### config.mk
export PLATFORM = sky130hd
export DESIGN_NAME = ffac_ctrl
export DESIGN_NICKNAME = d
export VERILOG_FILES = /design/src/sv/assert_macros.svh /design/src/sv/ffac_pkg.sv /design/src/sv/ffac_ctrl.sv
export SDC_FILE = /design/constraint.sdc
export NUM_CORES = 1
export LEC_CHECK = 0
export ABC_AREA = 1
export BUFFER_PORTS_ARGS = -buffer_cell sky130_fd_sc_hd__buf_2
export CORE_UTILIZATION = 35
export CTS_CLUSTER_SIZE = 25
export DETAILED_ROUTE_END_ITERATION = 8
export HOLD_SLACK_MARGIN = 0.08
export PLACE_DENSITY = 0.69
export SYNTH_ARGS = -nofsm -noshare
export SYNTH_HDL_FRONTEND = slang
export SYNTH_SLANG_ARGS = --single-unit
### constraint.sdc
create_clock -name clk_i -period 2 [get_ports clk_i]
set_input_delay 0.3 -clock clk_i [delete_from_list [all_inputs] [get_ports clk_i]]
set_output_delay 0.3 -clock clk_i [all_outputs]
set_load 0.02 [all_outputs]
### src/sv/assert_macros.svh
// Assertion helpers for the RTL.
`ifndef ASSERT_MACROS_SVH
`define ASSERT_MACROS_SVH

// Clocked check, off while reset is asserted.
`define FFAC_ASSERT(lbl, prop, msg) \
  lbl: assert property (@(posedge clk_i) disable iff (!rst_ni) (prop)) else $error(msg);

// Condition that must never be seen at a clock edge outside reset.
`define FFAC_NEVER(lbl, cond, msg) \
  `FFAC_ASSERT(lbl, !(cond), msg)

`endif

### src/sv/ffac_pkg.sv
// ----------------------------------------------------------------------------
// ffac_pkg
// Shared types and constants for the first-fit allocator with coalescing.
// ----------------------------------------------------------------------------
package ffac_pkg;

  localparam int POOL_SIZE    = 512;
  localparam int MAX_SEGMENTS = 256;

  localparam int AW = $clog2(POOL_SIZE);        // address bits
  localparam int LW = $clog2(POOL_SIZE + 1);    // length bits
  localparam int CW = $clog2(MAX_SEGMENTS + 1); // segment count bits
  localparam int IW = $clog2(MAX_SEGMENTS);     // table index bits

  localparam logic CMD_ALLOC = 1'b0;
  localparam logic CMD_FREE  = 1'b1;

  localparam logic [1:0] ST_ALLOCATED = 2'd0;
  localparam logic [1:0] ST_NO_FIT    = 2'd1;
  localparam logic [1:0] ST_FREED     = 2'd2;

  typedef enum logic [3:0] {
    S_IDLE,
    S_START,
    S_A_RD,
    S_A_CHK,
    S_F_RD,
    S_F_CHK,
    S_F_DEC,
    S_DN_RD,
    S_DN_WR,
    S_UP_RD,
    S_UP_WR,
    S_DONE
  } state_e;

  typedef enum logic [1:0] {
    RD_IDX,
    RD_SH_NEXT,
    RD_SH_PREV
  } rd_sel_e;

  typedef enum logic [2:0] {
    WR_SHRINK,
    WR_PREV,
    WR_NEXT,
    WR_NEW,
    WR_SHIFT
  } wr_sel_e;

  typedef struct packed {
    logic    load;
    logic    rd_en;
    rd_sel_e rd_sel;
    logic    wr_en;
    wr_sel_e wr_sel;
    logic    idx_inc;
    logic    take_prev;
    logic    grant;
    logic    sh_from_idx;
    logic    sh_from_count;
    logic    sh_inc;
    logic    sh_dec;
    logic    cnt_inc;
    logic    cnt_dec;
    logic    res_load;
  } ctrl_cmd_t;

  typedef struct packed {
    logic is_free;
    logic skip;
    logic idx_lt_count;
    logic fit;
    logic exact;
    logic start_le_addr;
    logic join_next;
    logic join_prev;
    logic full;
    logic sh_next_lt_count;
    logic sh_gt_idx;
    logic out_busy;
  } dp_status_t;

endpackage

### src/sv/ffac_ctrl.sv
// ----------------------------------------------------------------------------
// ffac_ctrl
// Sequencer: table scan, shift loops and result hand-off.
// ----------------------------------------------------------------------------
module ffac_ctrl (
  input  logic                clk_i,
  input  logic                rst_ni,
  input  logic                in_valid_i,
  output logic                in_ready_o,
  input  ffac_pkg::dp_status_t st_i,
  output ffac_pkg::ctrl_cmd_t  cmd_o
);
  import ffac_pkg::*;

  state_e state_q, state_d;

  always_ff @(posedge clk_i or negedge rst_ni) begin
    if (!rst_ni) begin
      state_q <= S_IDLE;
    end else begin
      state_q <= state_d;
    end
  end

  // next state
  always_comb begin
    state_d = state_q;
    case (state_q)
      S_IDLE: begin
        if (in_valid_i) state_d = S_START;
      end
      S_START: begin
        if (st_i.skip) state_d = S_DONE;
        else if (st_i.is_free) state_d = S_F_RD;
        else state_d = S_A_RD;
      end
      S_A_RD: begin
        state_d = st_i.idx_lt_count ? S_A_CHK : S_DONE;
      end
      S_A_CHK: begin
        if (!st_i.fit) state_d = S_A_RD;
        else if (st_i.exact) state_d = S_DN_RD;
        else state_d = S_DONE;
      end
      S_F_RD: begin
        state_d = st_i.idx_lt_count ? S_F_CHK : S_F_DEC;
      end
      S_F_CHK: begin
        state_d = st_i.start_le_addr ? S_F_RD : S_F_DEC;
      end
      S_F_DEC: begin
        if (st_i.join_prev && st_i.join_next) state_d = S_DN_RD;
        else if (st_i.join_prev || st_i.join_next) state_d = S_DONE;
        else if (!st_i.full) state_d = S_UP_RD;
        else state_d = S_DONE;
      end
      S_DN_RD: begin
        state_d = st_i.sh_next_lt_count ? S_DN_WR : S_DONE;
      end
      S_DN_WR: state_d = S_DN_RD;
      S_UP_RD: begin
        state_d = st_i.sh_gt_idx ? S_UP_WR : S_DONE;
      end
      S_UP_WR: state_d = S_UP_RD;
      S_DONE: begin
        if (!st_i.out_busy) state_d = S_IDLE;
      end
      default: state_d = S_IDLE;
    endcase
  end

  // command outputs
  always_comb begin
    cmd_o        = '0;
    cmd_o.rd_sel = RD_IDX;
    cmd_o.wr_sel = WR_SHRINK;
    in_ready_o   = 1'b0;
    case (state_q)
      S_IDLE: begin
        in_ready_o = 1'b1;
        cmd_o.load = in_valid_i;
      end
      S_START: ;
      S_A_RD: begin
        cmd_o.rd_en = st_i.idx_lt_count;
      end
      S_A_CHK: begin
        if (st_i.fit) begin
          cmd_o.grant = 1'b1;
          if (st_i.exact) begin
            cmd_o.sh_from_idx = 1'b1;
          end else begin
            cmd_o.wr_en  = 1'b1;
            cmd_o.wr_sel = WR_SHRINK;
          end
        end else begin
          cmd_o.idx_inc = 1'b1;
        end
      end
      S_F_RD: begin
        cmd_o.rd_en = st_i.idx_lt_count;
      end
      S_F_CHK: begin
        if (st_i.start_le_addr) begin
          cmd_o.take_prev = 1'b1;
          cmd_o.idx_inc   = 1'b1;
        end
      end
      S_F_DEC: begin
        if (st_i.join_prev) begin
          cmd_o.wr_en       = 1'b1;
          cmd_o.wr_sel      = WR_PREV;
          cmd_o.sh_from_idx = st_i.join_next;
        end else if (st_i.join_next) begin
          cmd_o.wr_en  = 1'b1;
          cmd_o.wr_sel = WR_NEXT;
        end else begin
          cmd_o.sh_from_count = !st_i.full;
        end
      end
      S_DN_RD: begin
        if (st_i.sh_next_lt_count) begin
          cmd_o.rd_en  = 1'b1;
          cmd_o.rd_sel = RD_SH_NEXT;
        end else begin
          cmd_o.cnt_dec = 1'b1;
        end
      end
      S_DN_WR: begin
        cmd_o.wr_en  = 1'b1;
        cmd_o.wr_sel = WR_SHIFT;
        cmd_o.sh_inc = 1'b1;
      end
      S_UP_RD: begin
        if (st_i.sh_gt_idx) begin
          cmd_o.rd_en  = 1'b1;
          cmd_o.rd_sel = RD_SH_PREV;
        end else begin
          cmd_o.wr_en   = 1'b1;
          cmd_o.wr_sel  = WR_NEW;
          cmd_o.cnt_inc = 1'b1;
        end
      end
      S_UP_WR: begin
        cmd_o.wr_en  = 1'b1;
        cmd_o.wr_sel = WR_SHIFT;
        cmd_o.sh_dec = 1'b1;
      end
      S_DONE: begin
        cmd_o.res_load = !st_i.out_busy;
      end
      default: ;
    endcase
  end

endmodule

* Word level (Yosys, flattened, before mapping)
Index checks and enable logic that the tools add are counted.
** Storage, ports and cells
- Output and inout port bits :: 19
- Register bits :: 4
- Logic and storage cells :: 68
** Cells by class
- Mux-type cells :: 46
- Equality and inequality tests :: 13
- Reduce and logical (&&, ||, !) cells :: 8
** Operators with widths (count)
- 4-bit two-way mux :: 12
- 4-bit case mux with 12 select lines :: 1
- 1-bit two-way mux :: 18
- 4-bit by 3-bit equality test with 1-bit output, second input constant :: 4
- 4-bit equality test, second input constant :: 4
- 4-bit case mux with 4 select lines :: 1
- 2-bit two-way mux :: 7
- 3-bit two-way mux :: 3
- 4-bit by 2-bit equality test with 1-bit output, second input constant :: 2
- 4-bit by 1-bit equality test with 1-bit output, second input constant :: 1
- 4-bit zero test :: 1
- 2-bit != test, second input constant :: 2
- 1-bit case mux with 2 select lines :: 2
- 2-bit case mux with 2 select lines :: 1
- 2-bit OR reduction :: 2
- 1-bit case mux with 3 select lines :: 1
- 1-bit zero test :: 2
- 2-bit AND reduction :: 1
- 1-bit logical AND :: 1
- 1-bit logical OR :: 1

* Longest topological paths before layout
- Word-level depth :: 4
- Gate-level depth with buffers :: 8

* Least setup slack after synthesis
No wires, ideal clock.
- Path kind :: reg-to-output
- From :: register state_q[2]
- To :: output cmd_o[5] (netlist bit)
- Data arrival time :: 1367 ps
- Buffers on the path :: 0
- Setup slack :: 333 ps
- Required time :: 1700 ps
- Stages on the path, launching flop included :: 5
- Cells stage by stage :: dfrtp_1 inv_1 nor2_4 nand2_2 nor4_1
** RTL lines
- start, declared :: line ffac_ctrl.sv:15 : state_e state_q, state_d;
- start signal, assigned :: line ffac_ctrl.sv:21 : state_q <= state_d;
- end, declared :: line ffac_ctrl.sv:11 : output ffac_pkg::ctrl_cmd_t cmd_o

==> run summary <==
Startpoint Class - flip-flop
layout net count - 157
fin crit share - 93.4%
vias in the first global route - 632
CP Class - reg2out
crit-path most repeated cell - nand2_1
worst r2r dst - state_q[0]
Fillers - 172
clock sinks - 4
ys async rst share - 100%
CTS tree - done
Avg Vias per Cell - 4.94
# IOs - 34
CTS Buf Count - 3
NetSw - 0.613 mW
TritonRoute pass-1 iters - 5
Top Family by Delay on Critical Path - simple AND/OR/NAND/NOR gates
Post-synth EDFFs - 0
Yosys Warn Count - 0
min-delay worst type - in2reg
worst path required time - 1.70 ns
synth unique cells - 21
Placeable Area - 1540 sq um
net count after synthesis - 118
Syn-to-layout area delta - 36.9%
Max-slew headroom - 76.9%
Top Registers - state_q (4)
reg2reg start - state_q[2]
floorplan row count - 14
Max-Cap Viols - 0
DRT Wirelength - 1.61 mm
post-route cell area - 807 sq um
hold depth - 3
DRT antenna net count - 0
Post-CTS Setup Inserts - 0
largest net degree at the start of global routing - 7
Yosys reg bits - 4
Die Wd - 43.0 microns
Logic pwr share - 72.9%
ANT cells - 0
DP Wirelength - 1.39 mm
clk slew on worst S/H paths - 0.04 ns
final hold vios - 0
multi-input logic area - 403 sq um
WP buf/inv - 1
Worst Min Path Start - st_i[3]
Initial Util - 38.2%
max incr delay on CP - 0.44 ns
sequential area share after synthesis - 17.0%
Die Height - 43.0 microns
residual DRC count - 0
Seq pwr share - 17.7%
crit path max fanout - 5
Port Buffers - 33
Reg2Reg Setup Slack - 0.66 ns
outcome - finished clean
Post-DP Area - 774 sq um
Final Max Slew Viols - 0
post-cts gate resize count - 0
sequential cell area - 100 sq um
setup_tns - 0 ns
WL/cell - 10.3 microns
critical path arrival - 1.57 ns
total die area - 1850 sq um
f_max - 535 MHz
Mapped Area - 589 sq um
layout cell share with drive strength beyond 1 - 35.0%
Net Sw Frac - 57.9%
LEAKAGE - 0.533 nW
pre-CTS setup slack - 0.385 ns
actual slew at the worst max-slew pin - 0.345 ns
Final Skew - 0.00217 ns
synthesized instance count - 103
initial antenna violation count - 0
proportion of power drawn by the clock network - 9.4%
pwr dens - 1310 nW/um^2
Worst Hold Path EP - state_q[1]
Mean Syn Cell Area - 5.72 sq um
drt initial violations - 27
post-layout util - 52.4%
slowest CP cell - dfrtp_1
Critical Path Sink Type - primary output
max FFs per register - 4
Max VDD drop - 587 uV
RSZ-0062 raised after global routing - no
Cell Chain, Critical Path - nor2_1 -> nand2_1 -> o21ai_0 -> nand2_1 -> o221ai_1 -> buf_2
setup violators final - 0
CTS HTree Levels - 1
Pint - 0.445 mW
gr usage total - 17.6%
most flop-heavy register - state_q
RePlAce Congestion - 0.849
clk_lat worst skew - 0.23 ns
clk buf depth - 2
Vias - 770
min setup slack post-route - 0.131 ns
root buffer cell - clkbuf_4
first-pass GRT wire length - 2.56 mm
reg2reg path depth - 6
Final min period - 1.87 ns
ys flop type - dfrtp_1
GRT overflow - 0
## kinds of logic after synthesis
family                 after synthesis  synth area share [%]
AOI/OAI and AO/OA                   13                  13.6
buffers and inverters               23                  14.6
DFF                                  4                  17.0
and+or+nand+nor                     63                  54.8
## metrics by stage
step | power, mW | instances | hold slack [ns]
floorplan | 0.755 | 103 | 0.00441
global placement | 0.961 | 152 | 0.106
detailed placement | 0.958 | 152 | 0.110
CTS | 1.06 | 156 | 0.336
global route | 1.16 | 156 | 0.366
finish | 1.06 | 156 | 0.349
## cells in the mapped netlist (2+ instances only)
master	n	area [sq um]
nand2_1	25	93.8
o31ai_1	2	15.0
nor4_1	2	12.5
inv_2	3	11.3
nor2_1	16	60.1
nand3_2	3	30.0
nor2_4	4	45.0
nand4_1	2	12.5
nand3_1	6	30.0
dfrtp_1	4	100
nand3b_1	2	15.0
inv_1	20	75.1
o21ai_0	5	25.0
o22ai_1	2	12.5
## cell type report
| type | instances | area share [%] |
|---|---|---|
| Sequential cell | 4 | 12.4 |
| Timing Repair Buffer | 34 | 21.7 |
| Inverter | 23 | 10.7 |
| Tap cell | 16 | 2.48 |
| Multi-Input combinational cell | 76 | 49.9 |
| Clock buffer | 3 | 2.79 |
## layout by cell type, fill, tap and decap left out, drive strengths merged, types with 3 or more instances in the layout
cell    Yosys  routed
buf         0      33
clkbuf      0       3
dfrtp       4       4
inv        23      23
nand2      27      27
nand3       9       9
nor2       21      21
o21ai       6       6
## worst max path at each step
stage / from / end / slack [ns] / cells past startpoint
6_report: state_q[2] / cmd_o[16] / 0.13 / 6
3_5_place_dp: state_q[2] / cmd_o[16] / 0.39 / 6
2_1_floorplan: state_q[2] / cmd_o[5] / 0.33 / 4
4_1_cts: state_q[2] / cmd_o[13] / 0.14 / 4
3_3_place_gp: state_q[2] / cmd_o[13] / 0.41 / 4
5_1_grt: state_q[2] / cmd_o[6] / 0.02 / 6
## worst min-delay path, cell delays in order
cell	delay [ns]
buf_2	0.09
o31ai_1	0.06
nand4_1	0.09
## power groups by stage
stage                     registers (mW)  clock network, mW  logic (mW)
after floorplan                    0.176                  0       0.579
after global placement             0.188                  0       0.773
after detailed placement           0.188                  0       0.770
after CTS                          0.187              0.102       0.775
after global routing               0.193              0.107       0.857
final                              0.187             0.0993       0.772
## per-layer routing
metal	GRT usage, %	share of wire (%)	vias to the layer above
met4	1.82	0	0
met1	24.9	49	336
li1	-	-	405
met5	0	0	-
met2	29.1	46	29
met3	2.55	4.7	0
## repair_timing
item                                    in CTS  in global routing
endpoints found under the setup margin       0                  0
hold buffers                                 1                  0
hold endpoints to repair                     4                  0
Power figures use the tool's default switching activity.
